--- src/sprf_pkg.sv ---
`timescale 1ns / 1ps

package sprf_pkg;

  // reassembly buffer and fragment length word layout
  localparam int FRAG_BUF_BYTES = 32768;
  localparam int LAST_FLAG_BIT  = 14;
  localparam int TOP_FLAG_BIT   = 31;
  localparam int NEG_BIT        = 15;

  localparam int SEQ_W     = 31;
  localparam int LEN_W     = 16;
  localparam int FLEN_W    = 15;
  localparam int VERDICT_W = 3;

  // configuration port
  localparam int CFG_INDEX_W = 1;
  localparam int CFG_DATA_W  = 16;
  localparam logic [CFG_INDEX_W-1:0] REG_IS_SERVER   = 1'd0;
  localparam logic [CFG_INDEX_W-1:0] REG_MAX_MESSAGE = 1'd1;
  localparam logic [CFG_DATA_W-1:0]  MAX_MESSAGE_RESET = 16'd32768;

  // verdict codes
  localparam logic [VERDICT_W-1:0] V_DELIVER        = 3'd0;
  localparam logic [VERDICT_W-1:0] V_OUT_OF_ORDER   = 3'd1;
  localparam logic [VERDICT_W-1:0] V_MISSED_FRAG    = 3'd2;
  localparam logic [VERDICT_W-1:0] V_ILLEGAL_LENGTH = 3'd3;
  localparam logic [VERDICT_W-1:0] V_HELD           = 3'd4;
  localparam logic [VERDICT_W-1:0] V_TOO_BIG        = 3'd5;

  typedef struct packed {
    logic [31:0] seq_word;
    logic [31:0] ack_word;
    logic [15:0] src_port;
    logic [15:0] frag_start;
    logic [15:0] frag_len_word;
    logic [15:0] payload_bytes;
  } hdr_t;

  typedef struct packed {
    logic [VERDICT_W-1:0] verdict;
    logic [SEQ_W-1:0]     skipped_count;
    logic [LEN_W-1:0]     write_offset;
    logic [LEN_W-1:0]     write_length;
    logic [LEN_W-1:0]     message_length;
    logic                 is_compressed;
    logic                 was_fragmented;
    logic [SEQ_W-1:0]     sequence_out;
    logic [SEQ_W-1:0]     ack_out;
    logic [15:0]          port_out;
  } res_t;

  typedef struct packed {
    logic [SEQ_W-1:0] incoming_seq;
    logic [SEQ_W-1:0] acked_seq;
    logic [SEQ_W-1:0] reassembly_seq;
    logic [LEN_W-1:0] reassembly_len;
  } state_t;

  typedef struct packed {
    logic            is_server;
    logic [LEN_W-1:0] max_message_bytes;
  } cfg_t;

endpackage

--- src/sprf_hdr_if.sv ---
`timescale 1ns / 1ps

interface sprf_hdr_if;
  logic        valid;
  logic        ready;
  logic [31:0] seq_word;
  logic [31:0] ack_word;
  logic [15:0] src_port;
  logic [15:0] frag_start;
  logic [15:0] frag_len_word;
  logic [15:0] payload_bytes;

  modport source (
    output valid, seq_word, ack_word, src_port, frag_start, frag_len_word, payload_bytes,
    input  ready
  );

  modport sink (
    input  valid, seq_word, ack_word, src_port, frag_start, frag_len_word, payload_bytes,
    output ready
  );
endinterface

--- src/sprf_res_if.sv ---
`timescale 1ns / 1ps

interface sprf_res_if;
  logic        valid;
  logic        ready;
  logic [2:0]  verdict;
  logic [30:0] skipped_count;
  logic [15:0] write_offset;
  logic [15:0] write_length;
  logic [15:0] message_length;
  logic        is_compressed;
  logic        was_fragmented;
  logic [30:0] sequence_out;
  logic [30:0] ack_out;
  logic [15:0] port_out;

  modport source (
    output valid, verdict, skipped_count, write_offset, write_length, message_length,
           is_compressed, was_fragmented, sequence_out, ack_out, port_out,
    input  ready
  );

  modport sink (
    input  valid, verdict, skipped_count, write_offset, write_length, message_length,
           is_compressed, was_fragmented, sequence_out, ack_out, port_out,
    output ready
  );
endinterface

--- src/sequenced_packet_reassembly_filter_core.sv ---
`timescale 1ns / 1ps

// Sequenced packet reassembly filter.
// hdr: one received packet header per transfer (valid/ready).
// res: one result per header, in order (valid/ready): verdict, skipped count,
//   buffer write offset and length of the fragment, delivered message length
//   and the flag-free sequence, ack and echoed port.
// wr_en/wr_index/wr_data: register writes, index 0 is_server, index 1
//   max_message_bytes; write only while no header is in flight.
// Path: a header taken is held in the header register; its result is then
//   loaded into the result register and shown on res, unless res is held.
// Throughput: one header per cycle while res is not held; the header register
//   feeds the decision logic and the result register directly, and the sequence
//   and reassembly state are updated in the same cycle the result is loaded.
// Stall: while res is held, the result register keeps its value and one more
//   header can wait in the header register; hdr.ready drops after that.
// Reset (rst, synchronous): both registers empty, sequence and reassembly
//   state cleared, is_server 0 and max_message_bytes 32768.
module sequenced_packet_reassembly_filter_core (
  input  logic                              clk,
  input  logic                              rst,
  sprf_hdr_if.sink                          hdr,
  sprf_res_if.source                        res,
  input  logic                              wr_en,
  input  logic [sprf_pkg::CFG_INDEX_W-1:0]  wr_index,
  input  logic [sprf_pkg::CFG_DATA_W-1:0]   wr_data
);
  import sprf_pkg::*;

  cfg_t   cfg;
  state_t st;
  state_t st_next;
  hdr_t   s0_item;
  logic   s0_valid;
  res_t   result;
  res_t   out_res;
  logic   out_valid;
  logic   advance;

  sprf_cfg_regs u_cfg (
    .clk      (clk),
    .rst      (rst),
    .wr_en    (wr_en),
    .wr_index (wr_index),
    .wr_data  (wr_data),
    .cfg      (cfg)
  );

  sprf_classify u_classify (
    .item    (s0_item),
    .st      (st),
    .cfg     (cfg),
    .result  (result),
    .st_next (st_next)
  );

  assign advance   = s0_valid && (!out_valid || res.ready);
  assign hdr.ready = !s0_valid || advance;

  always_ff @(posedge clk) begin
    if (rst) begin
      s0_valid  <= 1'b0;
      out_valid <= 1'b0;
      st        <= '0;
    end else begin
      if (hdr.ready) begin
        s0_valid <= hdr.valid;
      end
      if (advance) begin
        out_valid <= 1'b1;
        st        <= st_next;
      end else if (res.ready) begin
        out_valid <= 1'b0;
      end
    end
  end

  always_ff @(posedge clk) begin
    if (hdr.ready && hdr.valid) begin
      s0_item.seq_word      <= hdr.seq_word;
      s0_item.ack_word      <= hdr.ack_word;
      s0_item.src_port      <= hdr.src_port;
      s0_item.frag_start    <= hdr.frag_start;
      s0_item.frag_len_word <= hdr.frag_len_word;
      s0_item.payload_bytes <= hdr.payload_bytes;
    end
    if (advance) begin
      out_res <= result;
    end
  end

  assign res.valid          = out_valid;
  assign res.verdict        = out_res.verdict;
  assign res.skipped_count  = out_res.skipped_count;
  assign res.write_offset   = out_res.write_offset;
  assign res.write_length   = out_res.write_length;
  assign res.message_length = out_res.message_length;
  assign res.is_compressed  = out_res.is_compressed;
  assign res.was_fragmented = out_res.was_fragmented;
  assign res.sequence_out   = out_res.sequence_out;
  assign res.ack_out        = out_res.ack_out;
  assign res.port_out       = out_res.port_out;

  // a delivery waiting on res has already moved the incoming sequence to it
  a_deliver_seq: assert property (@(posedge clk) disable iff (rst)
    (res.valid && res.verdict == V_DELIVER) |-> (st.incoming_seq == res.sequence_out))
    else $error("incoming sequence does not match delivered packet");

  // an in-order result never leaves the incoming sequence above it
  a_order_seq: assert property (@(posedge clk) disable iff (rst)
    (res.valid && res.verdict != V_OUT_OF_ORDER) |-> (st.incoming_seq <= res.sequence_out))
    else $error("incoming sequence passed an in-order packet");

  a_buf_bound: assert property (@(posedge clk) disable iff (rst)
    1'b1 |=> ({1'b0, st.reassembly_len} <= (LEN_W + 1)'(FRAG_BUF_BYTES)))
    else $error("reassembly length beyond buffer capacity");

endmodule

--- src/sprf_cfg_regs.sv ---
`timescale 1ns / 1ps

module sprf_cfg_regs (
  input  logic                               clk,
  input  logic                               rst,
  input  logic                               wr_en,
  input  logic [sprf_pkg::CFG_INDEX_W-1:0]   wr_index,
  input  logic [sprf_pkg::CFG_DATA_W-1:0]    wr_data,
  output sprf_pkg::cfg_t                     cfg
);
  import sprf_pkg::*;

  always_ff @(posedge clk) begin
    if (rst) begin
      cfg.is_server         <= 1'b0;
      cfg.max_message_bytes <= MAX_MESSAGE_RESET;
    end else if (wr_en) begin
      unique case (wr_index)
        REG_IS_SERVER:   cfg.is_server         <= wr_data[0];
        REG_MAX_MESSAGE: cfg.max_message_bytes <= wr_data[LEN_W-1:0];
        default: ;
      endcase
    end
  end

endmodule

--- src/sprf_classify.sv ---
`timescale 1ns / 1ps

module sprf_classify (
  input  sprf_pkg::hdr_t   item,
  input  sprf_pkg::state_t st,
  input  sprf_pkg::cfg_t   cfg,
  output sprf_pkg::res_t   result,
  output sprf_pkg::state_t st_next
);
  import sprf_pkg::*;

  localparam logic [FLEN_W-1:0] LAST_MASK = FLEN_W'(1) << LAST_FLAG_BIT;
  localparam logic [LEN_W:0]    BUF_LIMIT = (LEN_W + 1)'(FRAG_BUF_BYTES);

  logic [SEQ_W-1:0]  seq;
  logic              frag;
  logic              last;
  logic              neg;
  logic [FLEN_W-1:0] flen;
  logic [LEN_W-1:0]  base_len;
  logic [LEN_W:0]    sum;
  logic              in_order;
  logic              missed;
  logic              illegal;
  logic              too_big;

  always_comb begin
    seq      = item.seq_word[SEQ_W-1:0];
    frag     = item.seq_word[TOP_FLAG_BIT];
    last     = item.frag_len_word[LAST_FLAG_BIT];
    neg      = item.frag_len_word[NEG_BIT];
    flen     = item.frag_len_word[FLEN_W-1:0] & ~LAST_MASK;
    in_order = seq > st.incoming_seq;
    // a new fragment sequence restarts the reassembly
    base_len = (seq != st.reassembly_seq) ? '0 : st.reassembly_len;
    sum      = {1'b0, base_len} + {2'b00, flen};
    missed   = item.frag_start != base_len;
    illegal  = neg || ({1'b0, flen} > item.payload_bytes) || (sum > BUF_LIMIT);
    too_big  = sum > {1'b0, cfg.max_message_bytes};

    result                = '0;
    result.is_compressed  = item.ack_word[TOP_FLAG_BIT];
    result.sequence_out   = seq;
    result.ack_out        = item.ack_word[SEQ_W-1:0];
    result.port_out       = cfg.is_server ? item.src_port : '0;
    st_next               = st;

    if (!in_order) begin
      result.verdict = V_OUT_OF_ORDER;
    end else begin
      result.skipped_count = seq - st.incoming_seq - SEQ_W'(1);
      if (frag) begin
        st_next.reassembly_seq = seq;
        st_next.reassembly_len = base_len;
        if (missed) begin
          result.verdict = V_MISSED_FRAG;
        end else if (illegal) begin
          result.verdict = V_ILLEGAL_LENGTH;
        end else begin
          result.write_offset    = base_len;
          result.write_length    = {1'b0, flen};
          st_next.reassembly_len = sum[LEN_W-1:0];
          if (!last) begin
            result.verdict = V_HELD;
          end else if (too_big) begin
            result.verdict = V_TOO_BIG;
          end else begin
            result.verdict         = V_DELIVER;
            result.message_length  = sum[LEN_W-1:0];
            result.was_fragmented  = 1'b1;
            st_next.reassembly_len = '0;
          end
        end
      end else begin
        result.verdict        = V_DELIVER;
        result.message_length = item.payload_bytes;
      end
      if (result.verdict == V_DELIVER) begin
        st_next.incoming_seq = seq;
        st_next.acked_seq    = item.ack_word[SEQ_W-1:0];
      end
    end
  end

endmodule
--- src/flat_wrapper.sv ---
// flat-port wrapper written by rule: the top's interface ports become plain ports
module sequenced_packet_reassembly_filter_core_flat import sprf_pkg::*;
  (clk, rst, wr_en, wr_index, wr_data, hdr_valid, hdr_seq_word, hdr_ack_word, hdr_src_port, hdr_frag_start, hdr_frag_len_word, hdr_payload_bytes, hdr_ready, res_valid, res_verdict, res_skipped_count, res_write_offset, res_write_length, res_message_length, res_is_compressed, res_was_fragmented, res_sequence_out, res_ack_out, res_port_out, res_ready);
  sprf_hdr_if hdr_i ();
  sprf_res_if res_i ();
  input  logic clk;
  input  logic rst;
  input  logic wr_en;
  input  logic [sprf_pkg::CFG_INDEX_W-1:0] wr_index;
  input  logic [sprf_pkg::CFG_DATA_W-1:0] wr_data;
  input wire logic [$bits(hdr_i.valid)-1:0] hdr_valid;
  input wire logic [$bits(hdr_i.seq_word)-1:0] hdr_seq_word;
  input wire logic [$bits(hdr_i.ack_word)-1:0] hdr_ack_word;
  input wire logic [$bits(hdr_i.src_port)-1:0] hdr_src_port;
  input wire logic [$bits(hdr_i.frag_start)-1:0] hdr_frag_start;
  input wire logic [$bits(hdr_i.frag_len_word)-1:0] hdr_frag_len_word;
  input wire logic [$bits(hdr_i.payload_bytes)-1:0] hdr_payload_bytes;
  output wire logic [$bits(hdr_i.ready)-1:0] hdr_ready;
  output wire logic [$bits(res_i.valid)-1:0] res_valid;
  output wire logic [$bits(res_i.verdict)-1:0] res_verdict;
  output wire logic [$bits(res_i.skipped_count)-1:0] res_skipped_count;
  output wire logic [$bits(res_i.write_offset)-1:0] res_write_offset;
  output wire logic [$bits(res_i.write_length)-1:0] res_write_length;
  output wire logic [$bits(res_i.message_length)-1:0] res_message_length;
  output wire logic [$bits(res_i.is_compressed)-1:0] res_is_compressed;
  output wire logic [$bits(res_i.was_fragmented)-1:0] res_was_fragmented;
  output wire logic [$bits(res_i.sequence_out)-1:0] res_sequence_out;
  output wire logic [$bits(res_i.ack_out)-1:0] res_ack_out;
  output wire logic [$bits(res_i.port_out)-1:0] res_port_out;
  input wire logic [$bits(res_i.ready)-1:0] res_ready;
  assign hdr_i.valid = hdr_valid;
  assign hdr_i.seq_word = hdr_seq_word;
  assign hdr_i.ack_word = hdr_ack_word;
  assign hdr_i.src_port = hdr_src_port;
  assign hdr_i.frag_start = hdr_frag_start;
  assign hdr_i.frag_len_word = hdr_frag_len_word;
  assign hdr_i.payload_bytes = hdr_payload_bytes;
  assign hdr_ready = hdr_i.ready;
  assign res_valid = res_i.valid;
  assign res_verdict = res_i.verdict;
  assign res_skipped_count = res_i.skipped_count;
  assign res_write_offset = res_i.write_offset;
  assign res_write_length = res_i.write_length;
  assign res_message_length = res_i.message_length;
  assign res_is_compressed = res_i.is_compressed;
  assign res_was_fragmented = res_i.was_fragmented;
  assign res_sequence_out = res_i.sequence_out;
  assign res_ack_out = res_i.ack_out;
  assign res_port_out = res_i.port_out;
  assign res_i.ready = res_ready;
  sequenced_packet_reassembly_filter_core u_core (.clk(clk), .rst(rst), .hdr(hdr_i), .res(res_i), .wr_en(wr_en), .wr_index(wr_index), .wr_data(wr_data));
endmodule
--- config.mk ---
export PLATFORM = sky130hd
export DESIGN_NAME = sequenced_packet_reassembly_filter_core_flat
export DESIGN_NICKNAME = d
export VERILOG_FILES = /design/src/sprf_pkg.sv /design/src/sprf_hdr_if.sv /design/src/sprf_res_if.sv /design/src/sequenced_packet_reassembly_filter_core.sv /design/src/sprf_cfg_regs.sv /design/src/sprf_classify.sv /design/src/flat_wrapper.sv
export SDC_FILE = /design/constraint.sdc
export NUM_CORES = 1
export LEC_CHECK = 0
export BUFFER_PORTS_ARGS = -buffer_cell sky130_fd_sc_hd__buf_2
export CAP_MARGIN = 20
export CORE_ASPECT_RATIO = 1.1
export CORE_MARGIN = 2
export CORE_UTILIZATION = 45
export DETAILED_ROUTE_END_ITERATION = 10
export PLACE_DENSITY = 0.67
export SETUP_SLACK_MARGIN = 0.05
export SYNTH_ARGS = -nofsm -noshare
export SYNTH_HDL_FRONTEND = slang
export SYNTH_SLANG_ARGS = --single-unit
--- constraint.sdc ---
create_clock -name clk -period 10.9 [get_ports clk]
set_clock_uncertainty 0.2 [all_clocks]
set_input_delay 0.545 -clock clk [delete_from_list [all_inputs] [get_ports clk]]
set_output_delay 0.545 -clock clk [all_outputs]
set_load 0.01 [all_outputs]
==> metrics.txt <==
setup repair after global routing missed its margin=false; vias in the first global route=12,570; syn_area_per_cell=~12 um^2; Clk Latency, worst-skew pair=approximately 570 ps; top-level I/O count=~310; wire length per cell=19.49 um; Crit Path Category=reg -> reg; non-filler cells, final=2,335; root buffer cell=clkbuf_16; Critical path origin=u_core.s0_item[111]$_DFFE_PP_; total CTS buffers=42; multiplexer share of the synthesized area=less than 1%; antenna fix cells=0; number of flops mapped to enable cells by yosys=between 200 and 300; Critical R2R Launch=u_core.s0_item[111]$_DFFE_PP_; wire length on met2=between 20,000 and 25,000 um; global-route wire length before repair=between 60,000 and 70,000 um; Congestion Overflow GR=0; post-synthesis register bit count=385; DR vias/cell=~5.3; initial core utilization=45.52%; yosys warns=0; initial DRC count=742; DIE AREA=39,130 um^2; sequential element share of the synthesized area=62.65%; total wire length=45,510 um; Clock power frac=between 30% and 40%; CTS tree=built; Post-CTS Setup Bufs=0; main combinational cell family by area after synthesis=compound AO/OA/AOI/OAI gates; Post-DRT Antenna Nets=0; Layout area overhead=27.66%; final setup fails=0; Placement Cell Area=18,970 um^2; Seq pwr share=49.8%; # hold bufs at CTS=around 130; Simple-Gate Fraction of Synth Area=about 11%; core box area=~37,000 um^2; post-synthesis compound-gate area fraction=12.22%; Hold Path Origin=wr_data[2]; # resized after CTS=0; initial antenna violation count=0; pwr dens=157.9 nW/um^2; Clock transition at path regs=60 ps; Internal=about 0.0026 W; largest net degree at the start of global routing=161; CP peak stage delay=520 ps; CTS Buffer Depth=3; Worst Setup End Kind=flip-flop; Worst Path Required=between 10,000 and 15,000 ps; row cnt=74; MaxCap Viol Count=0; met3 wire length=~2300 um; uppermost routed layer=met4; Post-synth top flop=edfxtp_1; status=finished clean; CP startpoint kind=flip-flop; final worst-path cycle share=approximately 67%; TritonCTS Sinks=385; die height=207.3 um; Sequential Area=~11,000 um^2; # port buffers=between 300 and 400; fin. max-slew vios=0; Post-DP HPWL=30,290 um; Pwr Total=between 0.003 and 0.004 W; post-synth cell types=69; Met1 Routed Length=approximately 18,000 um; via count=12,420; Inst Count DP=2,131; synthesized-area fraction occupied by adder cells=under 10%; GR Util All Layers=23.06%; Max-slew headroom=33.73%; Residual DRC=0; Min Hold Slack=28.18 ps; sw frac=roughly a quarter; Period minus WS final=7352 ps; DR pass1 iterations=5; Hold Path Class=in -> reg; crit-path most repeated cell=buf_4; CP arrival=approximately 7600 ps; multi-input logic area=5772 um^2; cell family with most CP delay=simple AND/OR/NAND/NOR gates; worst-path fanout max=47; fill count=just over 3,000; WP buf/inv=3; Syn Std Cell Area=16,900 um^2; Post-Syn Instances=about 1,400; Slowest cell on crit path=buf_4; fmax=0.1360 GHz; Final nets=2,036; fin area=21,580 um^2; worst slew pin tran=994.0 ps; Comb pwr share=10.4%; leakage=8.564 nW; Synth Area in XOR/XNOR=4.353%; share of cells above drive strength 1=22.05%; H-tree depth=2; Placer Congestion=approximately 0.91; P_sw=0.0008085 W; Post-synth ARST share=0%; Die X=around 190 um; Final Hold Fails=0; peak supply drop=0.0001151 V; final setup TNS=0 ps
-- worst paths after layout --
check	end	slack (ps)	depth (start not counted)
setup / recovery	u_core.st[104]$_SDFFE_PP0P_	3550	25
hold / removal	u_core.u_cfg.cfg[2]$_SDFFE_PP0P_	30	3
setup reg to reg	u_core.st[104]$_SDFFE_PP0P_	3550	25
hold reg to reg	u_core.res.ack_out[14]$_DFFE_PP_	210	0
-- routing by layer --
metal | GRT usage [%] | vias to the layer above
met4 | 9.671 | 0
li1 | - | 5943
met5 | 0 | -
met1 | 27.09 | 5981
met2 | 41.78 | 406
met3 | 3.533 | 91
-- area by class of cell --
type	instances	share of cell area (%)
Sequential cell	385	49.08
Multi-Input combinational cell	847	26.75
Timing Repair Buffer	453	13.80
Clock buffer	63	5.764
Tap cell	494	2.864
Inverter	81	1.409
Clock inverter	12	0.3363
-- kinds of logic after synthesis --
kind of cell,after synthesis
other cells,1
mux,4
flops,385
compound gates,302
simple gates,379
xor+xnor,84
fa+ha+maj,76
buf+inv,142
-- power groups by stage --
stage | Clock (W) | Sequential [W] | Combinational [W]
final | 0.00136 | 0.00170 | 0.000353
after global routing | 0.00144 | 0.00170 | 0.000388
after CTS | 0.00139 | 0.00170 | 0.000355
after detailed placement | 0 | 0.00173 | 0.000317
after global placement | 0 | 0.00173 | 0.000311
after floorplan | 0 | 0.00174 | 0.000179
-- state kept, by name, indices dropped and copies added, names as in the netlist --
signal                     count
u_core.res.ack_out            31
u_core.res.is_compressed       1
u_core.res.message_length     16
u_core.res.port_out           16
u_core.res.sequence_out       31
u_core.res.skipped_count      31
u_core.res.valid               1
u_core.res.verdict             3
u_core.res.was_fragmented      1
u_core.res.write_length       14
u_core.res.write_offset       16
u_core.s0_item               128
u_core.s0_valid                1
u_core.st                     78
u_core.u_cfg.cfg              17
-- cells in the final DEF (no fill, tap or decap), drive strengths merged, types with 10 or more instances in the layout --
cell type / n
o31ai: 38
nor4: 17
and2: 47
o2111ai: 33
edfxtp: 288
a21oi: 103
xor2: 50
nor3: 13
clkinv: 10
a22o: 16
nor2b: 17
o21bai: 10
buf: 324
clkbuf: 63
o21ai: 23
nor2: 57
xnor2: 34
dlygate4sd3: 129
nand3: 23
and3: 22
nand4: 14
ha: 74
a21o: 25
dfxtp: 97
nand2: 131
inv: 82
-- cell usage after synthesis (7+ instances only) --
library cell  instances  area [um^2]
nor4_1               16        100.1
nor3_1               13        65.06
o2111ai_1            33        289.0
nand2_1             131        491.7
edfxtp_1            288         8648
nor2_1               56        210.2
o21ai_0              22        110.1
clkbuf_1             48        180.2
a31oi_1               7        43.79
a21o_1               25        187.7
xnor2_1              34        297.8
a22o_1               16        140.1
or3_1                 8        50.05
a21oi_1             103        515.5
or2_2                 7        43.79
nor2b_1              17        106.4
nand2b_1              7        43.79
ha_1                 74        925.9
inv_1                81        304.0
and2_1               47        294.0
nand4_1              14        87.58
o21bai_1             10        75.07
o31ai_1              38        285.3
and3_1               21        131.4
dfxtp_1              97         1942
o21a_1                8        60.06
xor2_1               50        437.9
nand3_1              23        115.1
-- worst reg2reg max path, stage by stage (launching register included) --
cell and delay, ps:
edfxtp_1 460, xor2_1 190, nor4_1 410, nand4_1 180, nor4_2 310, buf_4 370
and2_1 270, ha_1 250, a21o_1 190, a41o_1 260, or4_1 470, and3_1 220
o211ai_1 220, a21boi_0 140, xnor2_1 140, nor2b_1 250, ha_1 190, nand4_1 90
or4_1 470, nor3_1 170, a211oi_1 130, nor4_4 170, buf_4 520, o21a_1 440
buf_4 380, o31ai_1 120
-- metrics by stage --
stage	utilization, %	setup WS (ps)
finish	58.12	3548
global route	58.12	3090
CTS	58.09	3599
detailed placement	51.10	3632
global placement	51.02	3857
floorplan	-	1208
Power figures use the tool's default switching activity.
